`src/sv/paged_memory_manager_unit_assert.svh`:
```
// Assertion macros used by the paged memory manager RTL.
`ifndef PAGED_MEMORY_MANAGER_UNIT_ASSERT_SVH
`define PAGED_MEMORY_MANAGER_UNIT_ASSERT_SVH

// The condition holds at every clock edge outside reset.
`define PMM_ASSERT_ALWAYS(lbl, cond) \
  lbl: assert property (@(posedge clk) disable iff (!rst_n) (cond)) \
    else $error("assertion failed");

// The consequent holds in the cycle after the antecedent.
`define PMM_ASSERT_NEXT(lbl, ante, cons) \
  lbl: assert property (@(posedge clk) disable iff (!rst_n) (ante) |=> (cons)) \
    else $error("assertion failed");

// The consequent holds in the same cycle as the antecedent.
`define PMM_ASSERT_IMPL(lbl, ante, cons) \
  lbl: assert property (@(posedge clk) disable iff (!rst_n) (ante) |-> (cons)) \
    else $error("assertion failed");

`endif

```
`src/sv/pmm_ram.sv`:
```
module pmm_ram #(
  parameter int WIDTH = 8,
  parameter int DEPTH = 64
) (
  input  logic                                    clk,
  input  logic                                    we,
  input  logic [((DEPTH > 1) ? $clog2(DEPTH) : 1)-1:0] waddr,
  input  logic [WIDTH-1:0]                        wdata,
  input  logic [((DEPTH > 1) ? $clog2(DEPTH) : 1)-1:0] raddr,
  output logic [WIDTH-1:0]                        rdata
);

  logic [WIDTH-1:0] mem [DEPTH];
  logic [WIDTH-1:0] rdata_r;

  always_ff @(posedge clk) begin
    if (we) begin
      mem[waddr] <= wdata;
    end
    rdata_r <= mem[raddr];
  end

  assign rdata = rdata_r;

endmodule
```
`config.mk`:
```
export PLATFORM = sky130hd
export DESIGN_NAME = pmm_ram
export DESIGN_NICKNAME = d
export VERILOG_FILES = /design/src/sv/paged_memory_manager_unit_assert.svh /design/src/sv/pmm_ram.sv
export SDC_FILE = /design/constraint.sdc
export NUM_CORES = 1
export LEC_CHECK = 0
export BUFFER_PORTS_ARGS = -buffer_cell sky130_fd_sc_hd__clkbuf_2
export CORE_AREA = 2 2 193 195
export DETAILED_ROUTE_END_ITERATION = 10
export DIE_AREA = 0 0 195 197
export GPL_TIMING_DRIVEN = 0
export PLACE_DENSITY = 0.8
export SYNTH_ARGS = -nofsm -noshare
export SYNTH_HDL_FRONTEND = slang
export SYNTH_SLANG_ARGS = --single-unit
```
`constraint.sdc`:
```
create_clock -name clk -period 2.2 [get_ports clk]
set_input_delay 0.44 -clock clk [delete_from_list [all_inputs] [get_ports clk]]
set_output_delay 0.44 -clock clk [all_outputs]
set_load 0.02 [all_outputs]
```
==> results of run 1 <==
layout make-up:
class	count	area (µm²)
flip-flops and latches	520	15530
fillers	2392	13720
multi-input cells	369	4378
clock buffers	62	1318
well taps	468	585.6
plain buffers	50	340.3
clock inverters	27	229.0
repair buffers	23	145.1
diodes	2	5.005
layer usage:
layer | global-route usage | vias to the layer above
met5 | 0 | -
met3 | 0.07495 | 150
met1 | 0.3301 | 5091
met4 | 0.1196 | 2
li1 | - | 4062
met2 | 0.3718 | 759
sequential cells by signal (all words and copies together), names as in the netlist:
signal  count
mem       512
rdata       8
placed cells by master, fill, tap and decap left out, types with 3 or more instances in the layout:
cell type and n:
nand2b_1 7, nand2_1 19, mux4_2 126, clkinv_2 8, o2bb2ai_1 3, clkinv_1 12, edfxtp_1 512, mux2_2 13
mux2i_1 20, o22ai_1 8, dfxtp_1 8, nand3b_1 3, clkbuf_1 22, a21oi_1 3, a211oi_1 4, mux2i_2 3
bufinv_16 4, o221ai_1 8, nor2b_1 14, buf_12 4, nor2_1 81, o2111ai_1 3, a221oi_1 6, clkbuf_16 51
nand3_1 12, nor3_1 5, buf_6 5, buf_4 17, clkbuf_2 25, a22oi_1 3, buf_2 8
metrics by stage:
stage	hold slack, ns	power, W	setup slack, ns	std cells
after floorplan	0.5389	0.01180	0.09228	940
final	0.2691	0.02032	-0.05612	1521
after detailed placement	0.8565	0.01228	-1.023	1429
after global placement	0.8563	0.01225	-1.036	1429
after global routing	0.2689	0.02079	-0.08373	1520
after CTS	0.2544	0.02033	0.008304	1518
timing repair:
| action | CTS | global route |
|---|---|---|
| endpoints found under the hold margin | 0 | 0 |
| endpoints found under the setup margin | 8 | 40 |
| hold buffers | 0 | 0 |
| resized for setup | 21 | 12 |
critical path, stage by stage:
cell and delay [ns]:
clkbuf_1 0.31, nor2b_1 0.24, nand3_1 0.56, nor2_1 0.89
power groups by stage:
| stage | clock network, W | logic [W] | registers [W] |
|---|---|---|---|
| floorplan | 0 | 0.000584 | 0.0112 |
| finish | 0.00819 | 0.00113 | 0.0110 |
| detailed placement | 0 | 0.00107 | 0.0112 |
| global route | 0.00862 | 0.00117 | 0.0110 |
| CTS | 0.00823 | 0.00110 | 0.0110 |
| global placement | 0 | 0.00105 | 0.0112 |
how the worst min path moves through the flow:
stage                       to  slack (ns)  depth (start not counted)
global placement      rdata[3]        0.86                          2
finish              mem[15][3]        0.27                          1
CTS                   rdata[3]        0.25                          2
floorplan            mem[0][0]        0.54                          0
detailed placement    rdata[3]        0.86                          1
global route        mem[14][3]        0.27                          1
kinds of logic (layout without fill, tap and decap cells):
logic type,count (synthesis),after routing,share of synthesized area
compound gates,54,54,0.02072
buf+inv,51,162,0.01570
flops,520,520,0.7703
mux,162,162,0.1594
other cells,0,2,0
simple gates,153,153,0.03387
==> flow_metrics.py, run 1 <==
metrics = {
    "drt": {
        "wl_met3_um": 5932,
        "wl_met2_um": 21220,
        "wl_met1_um": 16650,
        "top_layer": "met5",
        "routed-via-count": 10064,
        "via_per_inst": 6.617,
        "ant_nets": 0,
        "wire_per_inst_um": 30.45,
        "drt_iter0_markers": 1295,
        "dr.pass1.iters": 5,
        "totalWireLength_um": 46320,
        "drc": 0,
    },
    "synthesis": {
        "ys_types": 40,
        "synth_edf_count": 512,
        "syn_area_mm2": 0.02017,
        "avgSynthCellArea_um2": 21.45,
        "syn_inst": 940,
        "ys_warn_count": 0,
        "synth.top_cell.area_share": 0.7624,
        "yosysMostFrequentCell": "edfxtp_1",
        "yosysTopAreaCell": "edfxtp_1",
        "synth.ff_latch_count": 520,
        "ys_top_cells_by_count": "edfxtp_1, mux4_2, nor2_1",
        "syn-num-nets": 962,
        "ys.flop_type": "edfxtp_1",
        "async_flop_share": 0,
        "seq_area_frac_synth": 0.7703,
        "synthTopCellsByArea": "edfxtp_1, mux4_2, nor2_1, mux2i_1, dfxtp_1",
    },
    "worst_setup_path": {
        "setup.worst_path.end_class": "register",
        "crit_type": "input pin to register",
        "critical_path_arrival_ns": 2.45,
        "start_kind": "input pin",
        "r2r_end": "rdata[5]",
        "r2r_setup_slack_ns": 0.03,
        "cp_max_fo": 10,
        "crit_path_end": "mem[5][1]",
        "crit_start": "waddr[2]",
        "rr_worst_depth": 4,
        "required_ns": 2.40,
        "r2r_start": "mem[3][5]",
    },
    "power": {
        "p_sw_frac": 0.2090,
        "pwr_density_cell_mw_per_mm2": 901.6,
        "p_leak_nw": 7.020,
        "power.share.clock": 0.403,
        "seq_power_share": 0.541,
        "switching_power_w": 0.004247,
        "combPwrFrac": 0.056,
        "p_int_w": 0.01607,
        "ir_worst_vdd_mv": 0.5647,
    },
    "min_path": {
        "min-delay-path-class": "input pin to register",
        "min-delay-start": "wdata[3]",
    },
    "timing": {
        "maxSlewHeadroom": 0.08470,
        "period_share": 1.026,
        "setup_viol": 32,
        "clock_skew_ns": 0.01530,
        "fin_crit_ns": 2.256,
        "setup_slack_ns": -0.05612,
        "maxSlewViolCount": 0,
        "hold_viol_final": 0,
        "timing.fmax_mhz": 443.2,
        "worstMarginPinSlew_ns": 1.373,
        "rsz0062_at_grt": "yes",
        "finalSetupTns_ns": -0.8965,
    },
    "place": {
        "hpwlAfterDp_um": 28530,
        "numPortBuffers": 21,
        "post_dp_cell_area_mm2": 0.02086,
        "gp_congestion": 0.9990,
    },
    "cts": {
        "cts_root_buffer": "clkbuf_16",
        "tritoncts": "done",
        "numCtsBuffers": 49,
        "cts_sinks": 520,
        "cts-htree-levels": 2,
        "path_clk_slew_ns": 0.06,
        "clk-insertion-delay-late_ns": 0.57,
        "cts.path.max_buffers": 3,
        "cts_setup_buffers": 0,
    },
    "run_status": {
        "status": "finished, violations left",
        "violations": "setup timing",
    },
    "die": {
        "die_w_um": 195,
        "die_h_um": 197,
        "row_count": 70,
        "die_area_mm2": 0.03842,
        "start_util": 0.5562,
        "core_area_mm2": 0.03626,
        "io_pins": 30,
    },
    "final_layout": {
        "nNetsFinal": 1035,
        "final_area_mm2": 0.02254,
        "final_util": 0.6215,
        "drive_gt1_frac": 0.2655,
        "syn2layout_area_growth_pct": 11.74,
    },
    "grt": {
        "grt_pass1_vias": 10022,
        "grt_remaining_overflow": 0,
        "antenna_found_initial": 3,
        "grt_start_max_net_pins": 65,
        "grt_use_total": 0.2455,
        "grt_pass1_wl_um": 66540,
    },
    "flow_run": {
        "max_cap_violations": 0,
    },
}
Note: power is estimated with default switching activity, not from simulation.
==> inputs of run 2 (changes only) <==
--- a/config.mk
+++ b/config.mk
@@ -9,7 +9,6 @@
 export CORE_AREA = 2 2 193 195
 export DETAILED_ROUTE_END_ITERATION = 10
 export DIE_AREA = 0 0 195 197
-export GPL_TIMING_DRIVEN = 0
 export PLACE_DENSITY = 0.8
 export SYNTH_ARGS = -nofsm -noshare
 export SYNTH_HDL_FRONTEND = slang
==> run 2 against run 1 <==
Wire length grew 0.35%. Fmax up 2.8%. Register-to-register slack improved by 0.03 ns. Via count rose by 3.6%. The run now ends clean. Global-route usage rose by 0.41 points. Clock power is 8.9% higher. Hold slack better by 0.11 ns. Sequential share of layout area decreased by 3.5 points.
==> flow_metrics.py, run 2 (synthesized netlist as in run 1, its figures left out) <==
metrics = {
    "run_status": {
        "status": "completed",
    },
    "final_layout": {
        "largest_reg_flops": 512,
        "drive_gt1_frac": 0.3451,
        "final_common_cell": "edfxtp_1",
        "layout_common_cells": "edfxtp_1, buf_4, mux4_2",
        "largest_register": "mem",
        "syn2layout_area_growth_pct": 17.65,
        "nNetsFinal": 1148,
        "fin_cells": 1635,
    },
    "place": {
        "gp_congestion": 0.8217,
        "dp_cells": 1542,
        "hpwlAfterDp_um": 28680,
        "numPortBuffers": 29,
    },
    "drt": {
        "drt_iter0_markers": 1308,
        "drc": 0,
        "via_per_inst": 6.374,
        "routed-via-count": 10422,
        "totalWireLength_um": 46480,
        "wire_per_inst_um": 28.43,
        "ant_nets": 0,
        "dr.pass1.iters": 5,
    },
    "power": {
        "p_leak_nw": 7.797,
        "power.share.clock": 0.423,
        "total_power_w": 0.02109,
        "switching_power_w": 0.004301,
        "p_int_w": 0.01679,
        "combPwrFrac": 0.055,
        "seq_power_share": 0.522,
        "p_sw_frac": 0.2039,
        "pwr_density_cell_mw_per_mm2": 889.0,
        "ir_worst_vdd_mv": 0.6475,
    },
    "die": {
        "io_pins": 30,
        "row_count": 70,
        "die_area_mm2": 0.03842,
        "core_area_mm2": 0.03626,
        "start_util": 0.5562,
        "die_h_um": 197,
        "die_w_um": 195,
    },
    "timing": {
        "fin_crit_ns": 2.194,
        "hold_viol_final": 0,
        "setup_viol": 0,
        "maxSlewViolCount": 0,
        "maxSlewHeadroom": 0.4967,
        "worstMarginPinSlew_ns": 0.7359,
        "period_share": 0.9972,
        "timing.fmax_mhz": 455.8,
        "clock_skew_ns": 0.02116,
        "rsz0062_at_grt": "no",
        "holdWs_ns": 0.3757,
    },
    "cts": {
        "cts_setup_buffers": 0,
        "path_clk_slew_ns": 0.06,
        "cts_sinks": 520,
        "clk-insertion-delay-late_ns": 0.57,
        "cts-htree-levels": 2,
        "numCtsBuffers": 50,
        "cts_root_buffer": "clkbuf_16",
        "tritoncts": "done",
        "cts.path.max_buffers": 3,
    },
    "worst_setup_path": {
        "r2r_setup_slack_ns": 0.06,
        "rr_worst_depth": 5,
        "cp_max_fo": 20,
        "setup.worst_path.end_class": "register",
        "r2r_start": "mem[29][6]",
        "crit_type": "input pin to register",
        "required_ns": 2.61,
        "start_kind": "input pin",
        "critical_path_arrival_ns": 2.60,
        "r2r_end": "rdata[6]",
    },
    "min_path": {
        "min-delay-path-class": "input pin to register",
        "hold_depth": 2,
        "hold_end": "mem[60][6]",
        "min-delay-start": "wdata[6]",
    },
    "grt": {
        "grt_pass1_vias": 10662,
        "grt_remaining_overflow": 0,
        "grt_use_total": 0.2497,
        "grt_start_max_net_pins": 65,
        "antenna_found_initial": 3,
        "grt_pass1_wl_um": 69410,
    },
    "flow_run": {
        "max_cap_violations": 0,
    },
}
## run 2: changes by cell type in the layout (fill, tap and decap cells not counted), sizes merged
cell,change
clkinv,+2
clkbuf,-17
clkinvlp,+1
bufinv,+6
buf,+122
## run 2: power groups by stage
| stage | Combinational [W] | Clock, W | Sequential, W |
|---|---|---|---|
| after floorplan | 0.000584 | 0 | 0.0112 |
| after global routing | 0.00123 | 0.00938 | 0.0110 |
| after CTS | 0.00116 | 0.00900 | 0.0110 |
| after detailed placement | 0.00115 | 0 | 0.0112 |
| after global placement | 0.00112 | 0 | 0.0112 |
| final | 0.00117 | 0.00892 | 0.0110 |
## run 2: final cells by class
class | instances | area (µm²)
fillers | 2221 | 12530
clock inverters | 36 | 442.9
well taps | 468 | 585.6
flip-flops and latches | 520 | 15530
clock buffers | 55 | 1270
multi-input cells | 369 | 4320
repair buffers | 185 | 1568
diodes | 2 | 5.005
## run 2: critical path, stage by stage
cell,delay [ns]
clkbuf_8,0.27
buf_12,0.18
buf_4,0.13
mux4_2,0.50
mux4_2,0.46
o21ai_0,0.47
nand2_1,0.12
## run 2: through the flow
step | cell area (µm²) | TNS (ns) | worst slack [ns] | util
floorplan | 20170 | 0 | 0.09228 | -
global placement | 22000 | -2.405 | -0.4560 | 0.6068
detailed placement | 22000 | -2.788 | -0.4866 | 0.6068
CTS | 23720 | 0 | 0.07821 | 0.6542
global route | 23730 | 0 | 0.01169 | 0.6543
finish | 23730 | 0 | 0.006168 | 0.6543
## run 2: per-layer routing
layer,wire length [µm],global-route usage,vias up
met1,16860,0.3339,5323
met4,1824,0.09358,0
li1,-,-,4304
met3,4510,0.04603,120
met5,0,0,-
met2,23280,0.4164,675
## run 2: timing repair
| item | in CTS | in global routing |
|---|---|---|
| endpoints found under the setup margin | 1 | 0 |
| resized for setup | 1 | 0 |
| hold buffers | 0 | 0 |
## run 2: worst max-delay path by stage
stage	startpoint	end	slack, ns	cells past startpoint
floorplan	raddr[1]	rdata[3]	0.09	7
global placement	raddr[0]	rdata[7]	-0.46	7
detailed placement	raddr[0]	rdata[7]	-0.49	7
CTS	raddr[0]	rdata[7]	0.08	7
global route	raddr[0]	rdata[7]	0.01	7
finish	raddr[0]	rdata[7]	0.006	7
==> inputs of run 3 (changes only) <==
--- a/config.mk
+++ b/config.mk
@@ -6,9 +6,9 @@
 export NUM_CORES = 1
 export LEC_CHECK = 0
 export BUFFER_PORTS_ARGS = -buffer_cell sky130_fd_sc_hd__clkbuf_2
-export CORE_AREA = 2 2 193 195
+export CORE_AREA = 2 2 184 205
 export DETAILED_ROUTE_END_ITERATION = 10
-export DIE_AREA = 0 0 195 197
+export DIE_AREA = 0 0 186 207
 export PLACE_DENSITY = 0.8
 export SYNTH_ARGS = -nofsm -noshare
 export SYNTH_HDL_FRONTEND = slang
==> run 3 against run 2 <==
Wire length is 0.29% higher. Total power is 2.1% lower. Combinational power hardly changed. Cell count is 2.3% higher. Critical path depth is 1 lower. Largest cell class unchanged. Clock power is 5.2% lower. Sequential share of layout area is 0.15 points lower.
==> flow_metrics.py, run 3 (synthesized netlist as in run 1, its figures left out) <==
metrics = {
    "cts": {
        "tritoncts": "done",
        "cts_resized": 0,
        "numCtsBuffers": 48,
        "cts-htree-levels": 2,
        "cts_setup_buffers": 0,
        "path_clk_slew_ns": 0.07,
        "ctsHoldBuffers": 0,
        "clk-insertion-delay-late_ns": 0.56,
        "cts.path.max_buffers": 3,
        "cts_sinks": 520,
        "cts_root_buffer": "clkbuf_16",
    },
    "final_layout": {
        "antenna_cells": 0,
        "nFillCells": 2227,
        "drive_gt1_frac": 0.3545,
        "final_util": 0.6502,
        "layout_common_cells": "edfxtp_1, buf_4, mux4_2",
        "syn2layout_area_growth_pct": 17.92,
        "nNetsFinal": 1164,
        "largest_register": "mem",
        "final_common_cell": "edfxtp_1",
        "largest_reg_flops": 512,
    },
    "grt": {
        "grt_use_total": 0.2509,
        "antenna_found_initial": 2,
        "grt_pass1_wl_um": 69770,
        "grt_start_max_net_pins": 65,
        "grt_remaining_overflow": 0,
        "grt_pass1_vias": 10833,
    },
    "drt": {
        "via_per_inst": 6.208,
        "dr.pass1.iters": 7,
        "ant_nets": 0,
        "routed-via-count": 10386,
        "drt_iter0_markers": 1257,
        "drc": 0,
        "totalWireLength_um": 46620,
        "wire_per_inst_um": 27.86,
    },
    "die": {
        "core_area_mm2": 0.03657,
        "die_h_um": 207,
        "row_count": 74,
        "io_pins": 30,
        "die_w_um": 186,
        "start_util": 0.5514,
        "die_area_mm2": 0.03850,
    },
    "worst_setup_path": {
        "crit_type": "register to register",
        "start_kind": "register",
        "crit_chain": "mux4_2 -> mux4_2 -> nor2_1 -> buf_4 -> nor3_1 -> o2bb2ai_1",
        "required_ns": 2.63,
        "rr_worst_depth": 6,
        "crit_buf_inv": 1,
        "path_depth": 6,
        "critical_path_arrival_ns": 2.50,
        "cp_max_fo": 1,
        "critPathSlowestCell": "mux4_2",
        "critPathMaxStageDelay_ns": 0.51,
        "crit_top_cell": "mux4_2",
        "cpLargestDelayFamily": "multiplexers",
        "setup.worst_path.end_class": "register",
    },
    "power": {
        "p_leak_nw": 7.823,
        "switching_power_w": 0.004267,
        "pwr_density_cell_mw_per_mm2": 868.2,
        "combPwrFrac": 0.057,
        "p_sw_frac": 0.2067,
        "p_int_w": 0.01638,
        "seq_power_share": 0.533,
        "power.share.clock": 0.410,
        "ir_worst_vdd_mv": 0.5072,
    },
    "timing": {
        "setup_viol": 0,
        "setup_slack_ns": 0.1334,
        "timing.fmax_mhz": 483.9,
        "period_share": 0.9394,
        "maxSlewHeadroom": 0.5145,
        "rsz0062_at_grt": "no",
        "maxSlewViolCount": 0,
        "clock_skew_ns": 0.01481,
        "fin_crit_ns": 2.067,
        "hold_viol_final": 0,
        "worstMarginPinSlew_ns": 0.7282,
    },
    "min_path": {
        "min-delay-path-class": "input pin to register",
        "hold_depth": 2,
    },
    "place": {
        "numPortBuffers": 29,
        "dp_worst_setup_slack_ns": -0.3693,
        "gp_congestion": 0.8291,
        "hpwlAfterDp_um": 28310,
    },
    "run_status": {
        "status": "completed",
    },
    "flow_run": {
        "max_cap_violations": 0,
    },
}
[run 3: layout make-up]
class                      instances  area, µm²  share of cell area
clock buffer                      53       1241             0.05219
clock inverter                    34      367.9             0.01547
multi-input combinational        369       4315              0.1815
sequential                       520      15530              0.6533
tap                              494      618.1             0.02599
timing repair buffer             203       1703             0.07161
[run 3: worst paths after layout]
path / startpoint / to / slack, ns
setup / recovery: mem[4][1] / rdata[1] / 0.13
hold / removal: wdata[4] / mem[61][4] / 0.38
setup reg to reg: mem[4][1] / rdata[1] / 0.13
hold reg to reg: mem[22][2] / rdata[2] / 0.84
[run 3: through the flow]
stage                     total power, W  hold WS (ns)  cell area (µm²)  instances  TNS, ns
after global placement           0.01234        0.7840            22170       1586   -1.576
after floorplan                  0.01180        0.5389            20170        940        0
after global routing             0.02112        0.3913            23780       1673        0
after detailed placement         0.01237        0.7987            22170       1586   -1.901
after CTS                        0.02072        0.3769            23780       1673        0
final                            0.02065        0.3812            23780       1673        0
[run 3: power by group through the flow]
| stage | Combinational, W | Sequential [W] | Clock (W) |
|---|---|---|---|
| after global routing | 0.00125 | 0.0110 | 0.00887 |
| final | 0.00119 | 0.0110 | 0.00846 |
| after floorplan | 0.000584 | 0.0112 | 0 |
| after global placement | 0.00113 | 0.0112 | 0 |
| after CTS | 0.00118 | 0.0110 | 0.00854 |
| after detailed placement | 0.00116 | 0.0112 | 0 |
[run 3: metal layers]
layer  routed length (µm)  track usage
met5                   13            0
met4                 2222       0.1083
met3                 3898      0.05204
met2                23620       0.4133
met1                16860       0.3259
